[src/design/pr3d_pkg.sv]
// Shared types, constants and trig helpers for the 3D point rotation pipeline.
`default_nettype none

package pr3d_pkg;

    localparam int TRIG_FRAC_BITS = 14;
    localparam int TAB_W          = TRIG_FRAC_BITS + 1;
    localparam int TRIG_W         = TRIG_FRAC_BITS + 2;
    localparam int IN_W           = 8;
    localparam int COORD_W        = 9;
    localparam int ANGLE_W        = 9;
    localparam int PROD_W         = COORD_W + TRIG_W + 1;
    localparam int TAB_LAST       = 90;
    localparam int TAB_IDX_W      = 7;
    localparam int IN_TDATA_W     = 56;
    localparam int OUT_TDATA_W    = 32;

    localparam longint unsigned PI_Q30 = 64'd3373259426;

    localparam logic [ANGLE_W-1:0] DEG_90  = ANGLE_W'(90);
    localparam logic [ANGLE_W-1:0] DEG_180 = ANGLE_W'(180);
    localparam logic [ANGLE_W-1:0] DEG_270 = ANGLE_W'(270);
    localparam logic [ANGLE_W-1:0] DEG_360 = ANGLE_W'(360);

    localparam logic signed [TRIG_W-1:0]  TRIG_ONE  = TRIG_W'(64'd1 << TRIG_FRAC_BITS);
    localparam logic signed [COORD_W-1:0] COORD_MAX = {1'b0, {(COORD_W-1){1'b1}}};
    localparam logic signed [COORD_W-1:0] COORD_MIN = {1'b1, {(COORD_W-1){1'b0}}};
    localparam logic signed [PROD_W-1:0]  SAT_HI    = PROD_W'(COORD_MAX);
    localparam logic signed [PROD_W-1:0]  SAT_LO    = PROD_W'(COORD_MIN);
    localparam logic signed [PROD_W-1:0]  TRUNC_BIAS =
        PROD_W'((64'd1 << TRIG_FRAC_BITS) - 64'd1);

    typedef logic signed [COORD_W-1:0] coord_t;
    typedef logic [TAB_W-1:0] sin_tab_t [0:TAB_LAST];

    typedef struct packed {
        logic signed [TRIG_W-1:0] s;
        logic signed [TRIG_W-1:0] c;
    } trig_t;

    typedef struct packed {
        coord_t x;
        coord_t y;
        coord_t z;
        trig_t  tx;
        trig_t  ty;
        trig_t  tz;
    } stage_t;

    typedef enum logic [1:0] {
        AXIS_X,
        AXIS_Y,
        AXIS_Z
    } axis_t;

    // Quarter-wave sine in Q30 by truncated Taylor series, then rounded to the table format
    function automatic sin_tab_t build_sin_tab();
        sin_tab_t          tab;
        longint unsigned   x;
        longint unsigned   x2;
        longint unsigned   term;
        longint            acc;
        for (int d = 0; d <= TAB_LAST; d++)
        begin
            x    = (64'(d) * PI_Q30 + 64'd90) / 64'd180;
            x2   = (x * x) >> 30;
            term = x;
            acc  = longint'(x);
            // term k is divided by (2k)(2k+1), k = 1..8
            term = ((term * x2) >> 30) / 64'd6;
            acc  = acc - longint'(term);
            term = ((term * x2) >> 30) / 64'd20;
            acc  = acc + longint'(term);
            term = ((term * x2) >> 30) / 64'd42;
            acc  = acc - longint'(term);
            term = ((term * x2) >> 30) / 64'd72;
            acc  = acc + longint'(term);
            term = ((term * x2) >> 30) / 64'd110;
            acc  = acc - longint'(term);
            term = ((term * x2) >> 30) / 64'd156;
            acc  = acc + longint'(term);
            term = ((term * x2) >> 30) / 64'd210;
            acc  = acc - longint'(term);
            term = ((term * x2) >> 30) / 64'd272;
            acc  = acc + longint'(term);
            if (acc < 0)
                acc = 0;
            tab[d] = TAB_W'((acc + (longint'(1) << (29 - TRIG_FRAC_BITS)))
                            >>> (30 - TRIG_FRAC_BITS));
        end
        return tab;
    endfunction

    localparam sin_tab_t SIN_TAB = build_sin_tab();

    function automatic logic [ANGLE_W-1:0] wrap360(input logic [ANGLE_W-1:0] a);
        return (a >= DEG_360) ? a - DEG_360 : a;
    endfunction

    // a must already lie in 0..359
    function automatic logic signed [TRIG_W-1:0] sin_lookup(input logic [ANGLE_W-1:0] a);
        logic [ANGLE_W-1:0]       m;
        logic                     neg;
        logic signed [TRIG_W-1:0] mag;
        if (a <= DEG_90)
        begin
            m   = a;
            neg = 1'b0;
        end
        else if (a <= DEG_180)
        begin
            m   = DEG_180 - a;
            neg = 1'b0;
        end
        else if (a <= DEG_270)
        begin
            m   = a - DEG_180;
            neg = 1'b1;
        end
        else
        begin
            m   = DEG_360 - a;
            neg = 1'b1;
        end
        mag = TRIG_W'(SIN_TAB[m[TAB_IDX_W-1:0]]);
        return neg ? -mag : mag;
    endfunction

    // divide by 2^F, rounding toward zero
    function automatic logic signed [PROD_W-1:0] scale_down(input logic signed [PROD_W-1:0] v);
        return (v < 0) ? ((v + TRUNC_BIAS) >>> TRIG_FRAC_BITS) : (v >>> TRIG_FRAC_BITS);
    endfunction

    function automatic coord_t sat_coord(input logic signed [PROD_W-1:0] v);
        if (v > SAT_HI)
            return COORD_MAX;
        else if (v < SAT_LO)
            return COORD_MIN;
        else
            return v[COORD_W-1:0];
    endfunction

endpackage

`default_nettype wire

[src/design/pr3d_rotate.sv]
// One rotation stage: two sums of products, truncation toward zero, clamp, register.
`default_nettype none

module pr3d_rotate (
    input  wire logic                 clk,
    input  wire logic                 rst_n,
    input  wire pr3d_pkg::axis_t      axis,
    input  wire logic                 in_valid,
    output logic                      in_ready,
    input  wire pr3d_pkg::stage_t     in_data,
    output logic                      out_valid,
    input  wire logic                 out_ready,
    output pr3d_pkg::stage_t          out_data
);

    logic              valid_reg;
    pr3d_pkg::stage_t  data_reg;
    pr3d_pkg::stage_t  data_next;
    pr3d_pkg::coord_t  a;
    pr3d_pkg::coord_t  b;
    pr3d_pkg::coord_t  na;
    pr3d_pkg::coord_t  nb;
    pr3d_pkg::trig_t   t;
    logic signed [pr3d_pkg::PROD_W-1:0] prod_ac;
    logic signed [pr3d_pkg::PROD_W-1:0] prod_bs;
    logic signed [pr3d_pkg::PROD_W-1:0] prod_as;
    logic signed [pr3d_pkg::PROD_W-1:0] prod_bc;

    // a' = a*c - b*s, b' = a*s + b*c with (a,b) = (y,z), (z,x) or (x,y)
    always_comb
    begin
        case (axis)
            pr3d_pkg::AXIS_X:
            begin
                a = in_data.y;
                b = in_data.z;
                t = in_data.tx;
            end
            pr3d_pkg::AXIS_Y:
            begin
                a = in_data.z;
                b = in_data.x;
                t = in_data.ty;
            end
            default:
            begin
                a = in_data.x;
                b = in_data.y;
                t = in_data.tz;
            end
        endcase

        prod_ac = pr3d_pkg::PROD_W'(a) * pr3d_pkg::PROD_W'($signed(t.c));
        prod_bs = pr3d_pkg::PROD_W'(b) * pr3d_pkg::PROD_W'($signed(t.s));
        prod_as = pr3d_pkg::PROD_W'(a) * pr3d_pkg::PROD_W'($signed(t.s));
        prod_bc = pr3d_pkg::PROD_W'(b) * pr3d_pkg::PROD_W'($signed(t.c));

        na = pr3d_pkg::sat_coord(pr3d_pkg::scale_down(prod_ac - prod_bs));
        nb = pr3d_pkg::sat_coord(pr3d_pkg::scale_down(prod_as + prod_bc));

        data_next = in_data;
        case (axis)
            pr3d_pkg::AXIS_X:
            begin
                data_next.y = na;
                data_next.z = nb;
            end
            pr3d_pkg::AXIS_Y:
            begin
                data_next.z = na;
                data_next.x = nb;
            end
            default:
            begin
                data_next.x = na;
                data_next.y = nb;
            end
        endcase
    end

    assign in_ready  = !valid_reg || out_ready;
    assign out_valid = valid_reg;
    assign out_data  = data_reg;

    always_ff @(posedge clk or negedge rst_n)
    begin
        if (!rst_n)
            valid_reg <= 1'b0;
        else if (in_ready)
            valid_reg <= in_valid;
    end

    always_ff @(posedge clk)
    begin
        if (in_valid && in_ready)
            data_reg <= data_next;
    end

`ifndef SYNTHESIS
    a_identity: assert property (@(posedge clk) disable iff (!rst_n)
        in_valid && in_ready && t.s == '0 && t.c == pr3d_pkg::TRIG_ONE
        |=> data_reg.x == $past(in_data.x) && data_reg.y == $past(in_data.y)
            && data_reg.z == $past(in_data.z))
        else $error("zero rotation changed the point");

    a_axis_kept: assert property (@(posedge clk) disable iff (!rst_n)
        in_valid && in_ready
        |=> ($past(axis) == pr3d_pkg::AXIS_X) ? data_reg.x == $past(in_data.x) :
            ($past(axis) == pr3d_pkg::AXIS_Y) ? data_reg.y == $past(in_data.y) :
                                                data_reg.z == $past(in_data.z))
        else $error("coordinate on the rotation axis was altered");
`endif

endmodule

`default_nettype wire

[config.mk]
export PLATFORM = sky130hd
export DESIGN_NAME = pr3d_rotate
export DESIGN_NICKNAME = d
export VERILOG_FILES = /design/src/design/pr3d_pkg.sv /design/src/design/pr3d_rotate.sv
export SDC_FILE = /design/constraint.sdc
export NUM_CORES = 2
export LEC_CHECK = 0
export BUFFER_PORTS_ARGS = -buffer_cell sky130_fd_sc_hd__buf_2
export CAP_MARGIN = 15
export CORE_MARGIN = 5
export CORE_UTILIZATION = 36
export CTS_CLUSTER_DIAMETER = 200
export CTS_CLUSTER_SIZE = 30
export DETAILED_ROUTE_END_ITERATION = 16
export GPL_ROUTABILITY_DRIVEN = 1
export SYNTH_ARGS = -nofsm -noshare
export SYNTH_HDL_FRONTEND = slang
export SYNTH_SLANG_ARGS = --single-unit
export TNS_END_PERCENT = 100
[constraint.sdc]
create_clock -name clk -period 4.25 [get_ports clk]
set_input_delay 0.425 -clock clk [delete_from_list [all_inputs] [get_ports clk]]
set_output_delay 0.425 -clock clk [all_outputs]
set_load 0.02 [all_outputs]
==> qor.csv <==
metric;value;unit
clock_path_buffers;2;
setup_viol;27;
skew;0.0121;ns
grt_max_degree;75;
cp_max_fo;7;
cp-end-kind;register;
boundaryPins;254;
syn_area;0.0273;mm²
clock_sinks;124;
ys_seq_area_frac;0.136;
fin_crit;7.70;ns
synthesis.instances;2887;
design_area;0.0381;mm²
syn_avg_cell_area;9.46;µm²
failed_checks;setup timing;
ys.flop_type;edfxtp_1;
path_clk_slew;0.07;ns
place_ws;-4.30;ns
cp_data_arrival_time;7.97;ns
seqCellArea;0.00372;mm²
clock_latency;0.43;ns
num_rows;101;
detailed_place.area;0.0347;mm²
netlist-cell-type-count;91;
overflow;0;
yosysWarningCount;0;
die_w;285;µm
h-tree-depth;4;
initial_core_util;0.361;
port_buffers;253;
yosysMostFrequentCell;inv_1;
synth_edf_count;123;
cts_tree;done;
setup_slack;-3.45;ns
critPathKind;primary input to register;
drc;0;
ys_seq_elements;124;
area_delta_synth_final;39.3;%
outcome;complete, but fails checks;
tightest_slew;1.02;ns
dieHeight;285;µm
detail_route.vias_per_cell;5.05;
nets;4631;
hold_violations;0;
synthArstFlopShare;0.00806;
drive_gt1_frac;0.350;
fin_crit_sh;1.81;
maxCapViolations;0;
via_count;23857;
max_slew_margin;0.322;
wl_per_cell;20.5;µm
ys_top_cells_by_area;fa_1 (42%), edfxtp_1 (14%), ha_1 (9.1%);
dr.pass1.iters;5;
hpwlAfterDp;80800;µm
slew_violations;0;
multi_input_area;0.0228;mm²
grt_antenna_before_repair;2;
gp_congestion;0.955;
fillers;6939;
die-area;0.0815;mm²
grt_usage;0.235;
fmax;130;MHz
worstHoldPathType;primary input to register;
grt_pass1_vias;24847;
rsz0062_at_grt;yes;
cts-buffers-inserted;17;
ys_top_cells_by_count;inv_1 (602), fa_1 (575), nand2_1 (385);
grt_pass1_wl;147000;µm
synthesis.nets;3789;
cp.required;4.52;ns
netlist.area_leader.share;0.421;
coreArea;0.0756;mm²
ant_nets;0;
routed_wl;96700;µm
drtIter0Drc;1920;
root_buffer;clkbuf_16;
post-synth-top-area-cell;fa_1;
cp-start-kind;primary input;
[final cells by class]
| cell class | instances | share of cell area |
|---|---|---|
| Clock buffer | 17 | 0.0112 |
| Multi-Input combinational cell | 2046 | 0.600 |
| Timing Repair Buffer | 935 | 0.194 |
| Tap cell | 978 | 0.0322 |
| Antenna cell | 1 | 0.0000658 |
| Sequential cell | 124 | 0.0977 |
| Clock inverter | 15 | 0.00454 |
| Inverter | 605 | 0.0597 |
[placed cells by master (no fill, tap or decap), types with 37 or more instances in the layout]
master    synthesis  layout
a21oi_1          61      44
ha_1            198     164
buf_2             2     251
buf_4             1     576
xnor2_1          45      37
fa_1            575     557
nand2_1         385     363
inv_1           602     591
nor2_1          309     266
edfxtp_1        123     123
buf_12            0      59
buf_6             6      40
[sequential cells by signal (all words and copies together) (netlist names)]
name / flops
out_data: 123
out_valid: 1
[worst max-delay path, cell delays in order]
cell and delay, ns:
buf_16 0.12, buf_12 0.14, buf_4 0.15, mux2i_4 0.32
o21a_4 0.22, nor2_1 0.07, fa_1 0.50, fa_1 0.52
inv_1 0.05, fa_1 0.47, inv_1 0.05, fa_1 0.51
fa_1 0.57, fa_1 0.46, ha_4 0.30, ha_4 0.21
a211o_1 0.30, a221oi_2 0.25, o31a_4 0.25, or4b_1 0.46
o211ai_2 0.11, nand3_4 0.19, nor4_4 0.30, o31ai_2 0.09
buf_4 0.20, or3_4 0.42, o2bb2ai_1 0.15, a21oi_1 0.14
[final timing paths]
path | startpoint | to | slack, ns | cells after the start
hold / removal | in_data[63] | out_data[63] | 0.18 | 1
hold reg to reg | out_valid | out_valid | 0.60 | 2
max in group asynchronous | rst_n | out_valid | 3.88 | 2
setup / recovery | axis[0] | out_data[108] | -3.45 | 28
setup reg to reg | out_valid | out_data[99] | 2.09 | 3
min in group asynchronous | rst_n | out_valid | 0.29 | 2
[metrics by stage]
step | std cells | hold WS, ns | utilization | setup TNS (ns)
finish | 4721 | 0.184 | 0.504 | -90.50
global route | 4720 | 0.172 | 0.504 | -95.51
global placement | 4611 | 0.200 | 0.460 | -111.12
detailed placement | 4611 | 0.202 | 0.460 | -114.15
CTS | 4701 | 0.171 | 0.492 | -87.84
floorplan | 2887 | 0.129 | - | -94.36
[timing repair]
action                                  4_1_cts  5_1_grt
cloned                                        4        0
pin swaps                                   100       91
buffers inserted                             59       21
hold buffers                                  1        0
resized for setup                           290      156
endpoints found under the setup margin       27       27
endpoints found under the hold margin         1        0
[kinds of logic after synthesis]
logic type | synth area share
compound gates | 0.0862
xor+xnor | 0.0202
fa+ha+maj | 0.512
buf+inv | 0.101
flops | 0.136
mux | 0.0202
simple gates | 0.124
[metal layers]
| metal | share of wire | up-vias | GRT usage |
|---|---|---|---|
| met2 | 0.47 | 946 | 0.379 |
| met3 | 0.081 | 178 | 0.0359 |
| met1 | 0.41 | 12031 | 0.327 |
| met4 | 0.040 | 0 | 0.0759 |
| met5 | 0 | - | 0 |
| li1 | - | 10702 | - |
Power is left out: the tool's default activity adds up to more than one toggle a clock period on the data nets, which glitch-free logic cannot reach.
