==> src/design/pr3d_pkg.sv <==
// Shared types, constants and trig helpers for the 3D point rotation pipeline.
`default_nettype none

package pr3d_pkg;

    localparam int TRIG_FRAC_BITS = 14;
    localparam int TAB_W          = TRIG_FRAC_BITS + 1;
    localparam int TRIG_W         = TRIG_FRAC_BITS + 2;
    localparam int IN_W           = 8;
    localparam int COORD_W        = 9;
    localparam int ANGLE_W        = 9;
    localparam int PROD_W         = COORD_W + TRIG_W + 1;
    localparam int TAB_LAST       = 90;
    localparam int TAB_IDX_W      = 7;
    localparam int IN_TDATA_W     = 56;
    localparam int OUT_TDATA_W    = 32;

    localparam longint unsigned PI_Q30 = 64'd3373259426;

    localparam logic [ANGLE_W-1:0] DEG_90  = ANGLE_W'(90);
    localparam logic [ANGLE_W-1:0] DEG_180 = ANGLE_W'(180);
    localparam logic [ANGLE_W-1:0] DEG_270 = ANGLE_W'(270);
    localparam logic [ANGLE_W-1:0] DEG_360 = ANGLE_W'(360);

    localparam logic signed [TRIG_W-1:0]  TRIG_ONE  = TRIG_W'(64'd1 << TRIG_FRAC_BITS);
    localparam logic signed [COORD_W-1:0] COORD_MAX = {1'b0, {(COORD_W-1){1'b1}}};
    localparam logic signed [COORD_W-1:0] COORD_MIN = {1'b1, {(COORD_W-1){1'b0}}};
    localparam logic signed [PROD_W-1:0]  SAT_HI    = PROD_W'(COORD_MAX);
    localparam logic signed [PROD_W-1:0]  SAT_LO    = PROD_W'(COORD_MIN);
    localparam logic signed [PROD_W-1:0]  TRUNC_BIAS =
        PROD_W'((64'd1 << TRIG_FRAC_BITS) - 64'd1);

    typedef logic signed [COORD_W-1:0] coord_t;
    typedef logic [TAB_W-1:0] sin_tab_t [0:TAB_LAST];

    typedef struct packed {
        logic signed [TRIG_W-1:0] s;
        logic signed [TRIG_W-1:0] c;
    } trig_t;

    typedef struct packed {
        coord_t x;
        coord_t y;
        coord_t z;
        trig_t  tx;
        trig_t  ty;
        trig_t  tz;
    } stage_t;

    typedef enum logic [1:0] {
        AXIS_X,
        AXIS_Y,
        AXIS_Z
    } axis_t;

    // Quarter-wave sine in Q30 by truncated Taylor series, then rounded to the table format
    function automatic sin_tab_t build_sin_tab();
        sin_tab_t          tab;
        longint unsigned   x;
        longint unsigned   x2;
        longint unsigned   term;
        longint            acc;
        for (int d = 0; d <= TAB_LAST; d++)
        begin
            x    = (64'(d) * PI_Q30 + 64'd90) / 64'd180;
            x2   = (x * x) >> 30;
            term = x;
            acc  = longint'(x);
            // term k is divided by (2k)(2k+1), k = 1..8
            term = ((term * x2) >> 30) / 64'd6;
            acc  = acc - longint'(term);
            term = ((term * x2) >> 30) / 64'd20;
            acc  = acc + longint'(term);
            term = ((term * x2) >> 30) / 64'd42;
            acc  = acc - longint'(term);
            term = ((term * x2) >> 30) / 64'd72;
            acc  = acc + longint'(term);
            term = ((term * x2) >> 30) / 64'd110;
            acc  = acc - longint'(term);
            term = ((term * x2) >> 30) / 64'd156;
            acc  = acc + longint'(term);
            term = ((term * x2) >> 30) / 64'd210;
            acc  = acc - longint'(term);
            term = ((term * x2) >> 30) / 64'd272;
            acc  = acc + longint'(term);
            if (acc < 0)
                acc = 0;
            tab[d] = TAB_W'((acc + (longint'(1) << (29 - TRIG_FRAC_BITS)))
                            >>> (30 - TRIG_FRAC_BITS));
        end
        return tab;
    endfunction

    localparam sin_tab_t SIN_TAB = build_sin_tab();

    function automatic logic [ANGLE_W-1:0] wrap360(input logic [ANGLE_W-1:0] a);
        return (a >= DEG_360) ? a - DEG_360 : a;
    endfunction

    // a must already lie in 0..359
    function automatic logic signed [TRIG_W-1:0] sin_lookup(input logic [ANGLE_W-1:0] a);
        logic [ANGLE_W-1:0]       m;
        logic                     neg;
        logic signed [TRIG_W-1:0] mag;
        if (a <= DEG_90)
        begin
            m   = a;
            neg = 1'b0;
        end
        else if (a <= DEG_180)
        begin
            m   = DEG_180 - a;
            neg = 1'b0;
        end
        else if (a <= DEG_270)
        begin
            m   = a - DEG_180;
            neg = 1'b1;
        end
        else
        begin
            m   = DEG_360 - a;
            neg = 1'b1;
        end
        mag = TRIG_W'(SIN_TAB[m[TAB_IDX_W-1:0]]);
        return neg ? -mag : mag;
    endfunction

    // divide by 2^F, rounding toward zero
    function automatic logic signed [PROD_W-1:0] scale_down(input logic signed [PROD_W-1:0] v);
        return (v < 0) ? ((v + TRUNC_BIAS) >>> TRIG_FRAC_BITS) : (v >>> TRIG_FRAC_BITS);
    endfunction

    function automatic coord_t sat_coord(input logic signed [PROD_W-1:0] v);
        if (v > SAT_HI)
            return COORD_MAX;
        else if (v < SAT_LO)
            return COORD_MIN;
        else
            return v[COORD_W-1:0];
    endfunction

endpackage

`default_nettype wire

==> src/design/pr3d_trig.sv <==
// Front stage: angle wrap and sine/cosine table lookup for all three axes.
`default_nettype none

module pr3d_trig (
    input  wire logic                          clk,
    input  wire logic                          rst_n,
    input  wire logic                          in_valid,
    output logic                               in_ready,
    input  wire logic signed [pr3d_pkg::IN_W-1:0]    in_x,
    input  wire logic signed [pr3d_pkg::IN_W-1:0]    in_y,
    input  wire logic signed [pr3d_pkg::IN_W-1:0]    in_z,
    input  wire logic [pr3d_pkg::ANGLE_W-1:0]        angle_x_deg,
    input  wire logic [pr3d_pkg::ANGLE_W-1:0]        angle_y_deg,
    input  wire logic [pr3d_pkg::ANGLE_W-1:0]        angle_z_deg,
    output logic                               out_valid,
    input  wire logic                          out_ready,
    output pr3d_pkg::stage_t                   out_data
);

    logic              valid_reg;
    pr3d_pkg::stage_t  data_reg;
    pr3d_pkg::stage_t  data_next;
    logic [pr3d_pkg::ANGLE_W-1:0] ax;
    logic [pr3d_pkg::ANGLE_W-1:0] ay;
    logic [pr3d_pkg::ANGLE_W-1:0] az;

    always_comb
    begin
        ax = pr3d_pkg::wrap360(angle_x_deg);
        ay = pr3d_pkg::wrap360(angle_y_deg);
        az = pr3d_pkg::wrap360(angle_z_deg);
        data_next.x    = pr3d_pkg::COORD_W'(in_x);
        data_next.y    = pr3d_pkg::COORD_W'(in_y);
        data_next.z    = pr3d_pkg::COORD_W'(in_z);
        data_next.tx.s = pr3d_pkg::sin_lookup(ax);
        data_next.tx.c = pr3d_pkg::sin_lookup(pr3d_pkg::wrap360(ax + pr3d_pkg::DEG_90));
        data_next.ty.s = pr3d_pkg::sin_lookup(ay);
        data_next.ty.c = pr3d_pkg::sin_lookup(pr3d_pkg::wrap360(ay + pr3d_pkg::DEG_90));
        data_next.tz.s = pr3d_pkg::sin_lookup(az);
        data_next.tz.c = pr3d_pkg::sin_lookup(pr3d_pkg::wrap360(az + pr3d_pkg::DEG_90));
    end

    assign in_ready  = !valid_reg || out_ready;
    assign out_valid = valid_reg;
    assign out_data  = data_reg;

    always_ff @(posedge clk or negedge rst_n)
    begin
        if (!rst_n)
            valid_reg <= 1'b0;
        else if (in_ready)
            valid_reg <= in_valid;
    end

    always_ff @(posedge clk)
    begin
        if (in_valid && in_ready)
            data_reg <= data_next;
    end

`ifndef SYNTHESIS
    a_zero_angle: assert property (@(posedge clk) disable iff (!rst_n)
        in_valid && in_ready && angle_x_deg == '0
        |=> data_reg.tx.s == '0 && data_reg.tx.c == pr3d_pkg::TRIG_ONE)
        else $error("zero angle did not give sin 0, cos 1");

    a_trig_bound: assert property (@(posedge clk) disable iff (!rst_n)
        valid_reg |-> data_reg.ty.s <= pr3d_pkg::TRIG_ONE && data_reg.ty.s >= -pr3d_pkg::TRIG_ONE
                   && data_reg.ty.c <= pr3d_pkg::TRIG_ONE && data_reg.ty.c >= -pr3d_pkg::TRIG_ONE)
        else $error("trig value beyond unit magnitude");
`endif

endmodule

`default_nettype wire

==> config.mk <==
export PLATFORM = sky130hd
export DESIGN_NAME = pr3d_trig
export DESIGN_NICKNAME = d
export VERILOG_FILES = /design/src/design/pr3d_pkg.sv /design/src/design/pr3d_trig.sv
export SDC_FILE = /design/constraint.sdc
export NUM_CORES = 1
export LEC_CHECK = 0
export BUFFER_PORTS_ARGS = -buffer_cell sky130_fd_sc_hd__buf_2
export CAP_MARGIN = 20
export CORE_MARGIN = 3
export CORE_UTILIZATION = 58
export CTS_BUF_LIST = sky130_fd_sc_hd__clkbuf_2
export CTS_CLUSTER_DIAMETER = 60
export DETAILED_ROUTE_END_ITERATION = 6
export PLACE_DENSITY = 0.79
export SKIP_CTS_REPAIR_TIMING = 1
export SLEW_MARGIN = 20
export SYNTH_ARGS = -nofsm -noshare
export SYNTH_HDL_FRONTEND = slang
export SYNTH_SLANG_ARGS = --single-unit
==> constraint.sdc <==
create_clock -name clk -period 3.9 [get_ports clk]
set_clock_uncertainty 0.2 [all_clocks]
set_input_delay 0.78 -clock clk [delete_from_list [all_inputs] [get_ports clk]]
set_output_delay 0.78 -clock clk [all_outputs]
set_load 0.05 [all_outputs]
==> impl_metrics.ini, run 1 <==
[yosys]
synth_top_cell_by_area = edfxtp_1
synth_edf_count = 120
netlist_top_cells_count = nand2_1, nor2_1, a21oi_1, o21ai_0, clkbuf_1
yosys.cell_count.top_type = nand2_1
synth-seq-area-share = 0.160
syn_area_um2 = 22600
synth-seq-cells = 121
synth.top_cell.area_share = 0.159
yosys_most_used_dff = edfxtp_1
async_flop_share = 0.00826
syn_avg_cell_area_um2 = 7.23
synth_area_leaders = edfxtp_1, ha_1, a21oi_1
synth_warnings = 0
synth_nets = 3300
synthCells = 3134
ys_types = 122

[cts]
cts_htree_levels = 4
cts_made_buffers = 17
clockBufferDepth = 2
clock-sinks = 121
clockRootBuffer = clkbuf_2

[status]
error_message = [ERROR DPL-0038] Utilization greater than 100%, impossible to legalize
lastStage = global routing (5_1_grt)
outcome = stopped before the end

[place]
hpwlAfterDp_mm = 81.0
post-place-ws_ps = -3970
io_buffers = 179
place.gp.congestion = 1.17

[timing]
worst-ep-kind = register input
postGrtWorstEndpoint = out_data[15]$_SDFFCE_PN0P_/D

[global_routing]
grt_start_max_net_pins = 47

[floorplanning]
fp.dieH_um = 204
fp.dieW_um = 204
ios = 180
initial_core_util = 0.594
placementRows = 71
## metrics by stage
step | cells | hold WS [ps] | cell area [µm²]
4_1_cts | 4752 | -500 | 33400
3_5_place_dp | 4720 | 356 | 33200
3_3_place_gp | 4720 | 311 | 33200
2_1_floorplan | 3134 | 284 | 24300
## cells by family after synthesis
family                   after synthesis  synth area share
buffers and inverters                365            0.0670
AO/OA/AOI/OAI                       1233             0.385
AND/OR/NAND/NOR                     1115             0.235
XOR/XNOR                             123            0.0482
flip-flops                           121             0.160
multiplexers                          66            0.0426
adder cells (fa/ha/maj)              111            0.0623
==> run 2: changes to the inputs <==
--- a/config.mk
+++ b/config.mk
@@ -8,11 +8,9 @@
 export BUFFER_PORTS_ARGS = -buffer_cell sky130_fd_sc_hd__buf_2
 export CAP_MARGIN = 20
 export CORE_MARGIN = 3
-export CORE_UTILIZATION = 58
-export CTS_BUF_LIST = sky130_fd_sc_hd__clkbuf_2
-export CTS_CLUSTER_DIAMETER = 60
+export CORE_UTILIZATION = 40
 export DETAILED_ROUTE_END_ITERATION = 6
-export PLACE_DENSITY = 0.79
+export PLACE_DENSITY_LB_ADDON = 0.15
 export SKIP_CTS_REPAIR_TIMING = 1
 export SLEW_MARGIN = 20
 export SYNTH_ARGS = -nofsm -noshare
==> constraint.sdc (replaced) <==
create_clock -name clk -period 5.07 [get_ports clk]
set_clock_uncertainty 0.2 [all_clocks]
set_input_delay 1.014 -clock clk [delete_from_list [all_inputs] [get_ports clk]]
set_output_delay 1.014 -clock clk [all_outputs]
set_load 0.05 [all_outputs]
==> run 2 against run 1 <==
The flow now finishes, with violations (DRC, setup timing). Synthesized cell count stayed put. Synthesized area stayed put.
==> impl_metrics.ini, run 2 <==
[status]
outcome = finished with violations
violations = DRC, setup timing

[timing]
max_freq_ghz = 0.135
slew_violations = 0
rsz0062_at_grt = yes
finalSetupViolations = 94
post-route-period-util = 1.47
slew_headroom = 0.425
tightest_slew_ps = 863
fin_ws_ps = -2360
hold_viol = 0
fin_crit_ps = 7430

[setup_path]
r2r_slack_ps = 2820
critPathSlowestCell = or4b_4
cp.arrival_ps = 7430
cp.required_ps = 5070
slowest_delay_ps = 550
r2r_cells = 3
critPathCaptureType = register
reg2reg_from = out_valid
r2r_end = out_data[82]
critPathKind = in -> reg
critPathLaunchType = primary input
critPathMaxFanout = 5

[yosys]
synth-seq-cells = 121
synth_fa_ha_area_frac = 0.0623
synth_warnings = 0
yosys.area_share.simple = 0.235
synth-compound-area-share = 0.385
yosys_most_used_dff = edfxtp_1
synth.top_cell.area_share = 0.159
synth_nets = 3300
synth_edf_count = 120
synth-seq-area-share = 0.160
yosys.cell_count.top_type = nand2_1
syn_area_um2 = 22600
synth_area_leaders = edfxtp_1, ha_1, a21oi_1
ys_types = 122
async_flop_share = 0.00826
synth_xor_area_frac = 0.0482
synthCells = 3134
synth_top_family_by_area = compound AO/OA/AOI/OAI gates
synthMuxAreaShare = 0.0426
syn_avg_cell_area_um2 = 7.23
netlist_top_cells_count = nand2_1, nor2_1, a21oi_1, o21ai_0, clkbuf_1
synth_top_cell_by_area = edfxtp_1

[cts]
cts_made_buffers = 17
path_clk_slew_ps = 60
clk_latency_ps = 460
cts_htree_levels = 4
clockRootBuffer = clkbuf_16
clock-sinks = 121
clockBufferDepth = 2
cts_tree = built

[cells_and_area]
instances_no_fill = 5179
syn2layout_area_growth_pct = 70.0
fin_nets = 4584
final_common_cell = buf_4
largest_register_ff_count = 120
num_antenna_cells = 0
final_area_um2 = 38500
post-route-util = 0.693
final_cell_mix = buf_4, nand2_1, nor2_1, a21oi_1, buf_2
drive_gt1_frac = 0.501

[detailed_routing]
dr.pass1.iters = 7
vias = 32319
wl_per_cell_um = 21.1
routed_wl_mm = 109
antenna_left = 0
vias_per_cell = 6.24
first_iter_violations = 3672
drcViolationCount = 4

[global_routing]
grt_first_pass_wirelength_mm = 162
grt_pass1_vias = 29756
grt_use_total = 0.330
grt_start_max_net_pins = 63
antenna_found_initial = 2
gr-total-overflow = 0

[floorplanning]
fp.dieW_um = 244
placementRows = 86
initial_core_util = 0.408
dieArea_um2 = 59500
fp.dieH_um = 244
ios = 180
coreArea_um2 = 55500

[power_and_ir_drop]
power-per-cell-area_nw_per_um2 = 577
p_total_mw = 22.2
ir_drop_mv = 0.627
p_leak_nw = 16.0

[place]
hpwlAfterDp_mm = 80.9
dp.cells = 5025
post-place-ws_ps = -2940
io_buffers = 179
place_area_um2 = 34000
place.gp.congestion = 1.01

[hold_path]
hold_class = in -> async

[job]
drv_cap = 0
[run 2: cell counts after synthesis]
Identical to the previous run, type by type.
[run 2: cells by family (layout without fill, tap and decap cells)]
| family | count (synthesis) | count (layout) |
|---|---|---|
| XOR/XNOR | 123 | 123 |
| flip-flops | 121 | 121 |
| adder cells (fa/ha/maj) | 111 | 111 |
| AO/OA/AOI/OAI | 1233 | 1233 |
| multiplexers | 66 | 66 |
| AND/OR/NAND/NOR | 1115 | 1116 |
| buffers and inverters | 365 | 1661 |
[run 2: how the worst max path moves through the flow]
stage	startpoint	endpoint	cells after the start	slack, ps
after detailed placement	angle_y_deg[3]	out_data[46]	28	-2940
after global routing	angle_z_deg[0]	out_data[14]	34	-2590
after global placement	angle_z_deg[2]	out_data[15]	29	-2790
after CTS	angle_z_deg[2]	out_data[12]	35	-2490
after floorplan	angle_y_deg[3]	out_data[46]	34	-2740
final	angle_z_deg[0]	out_data[14]	34	-2360
[run 2: final cells by class]
cell class / instances / area [µm²]
sequential: 121 / 3630
clock inverter: 15 / 165
fill: 4431 / 17000
multi-input combinational: 2649 / 21200
inverter: 105 / 474
timing repair buffer: 1524 / 11700
tap: 748 / 936
clock buffer: 17 / 425
[run 2: through the flow]
stage	TNS, ps	hold WS [ps]
6_report	-125740	115
5_1_grt	-144340	97.2
4_1_cts	-143180	93.2
3_5_place_dp	-188110	341
3_3_place_gp	-180710	340
2_1_floorplan	-156310	518
[run 2: critical path: cells and delay by family]
family | cells | cell delay (ps)
buffers and inverters | 6 | 500
AND/OR/NAND/NOR | 11 | 2210
adder cells (fa/ha/maj) | 4 | 850
multiplexers | 2 | 830
AO/OA/AOI/OAI | 11 | 1990
[run 2: power breakdown]
group          leakage [nW]  internal (mW)  switching, mW
Clock                 0.283          0.732          0.537
Combinational          14.6           8.66           10.5
Sequential             1.15           1.66          0.139
Total                  16.0           11.0           11.2
[run 2: per-layer routing]
| layer | share of wire | wire length (µm) | track usage |
|---|---|---|---|
| met1 | 0.42 | 45400 | 0.455 |
| met2 | 0.46 | 49700 | 0.528 |
| met3 | 0.095 | 10300 | 0.0626 |
| met4 | 0.034 | 3700 | 0.0914 |
| met5 | 0.000064 | 7 | 0 |
No activity file was read; power rests on OpenSTA's default activity.
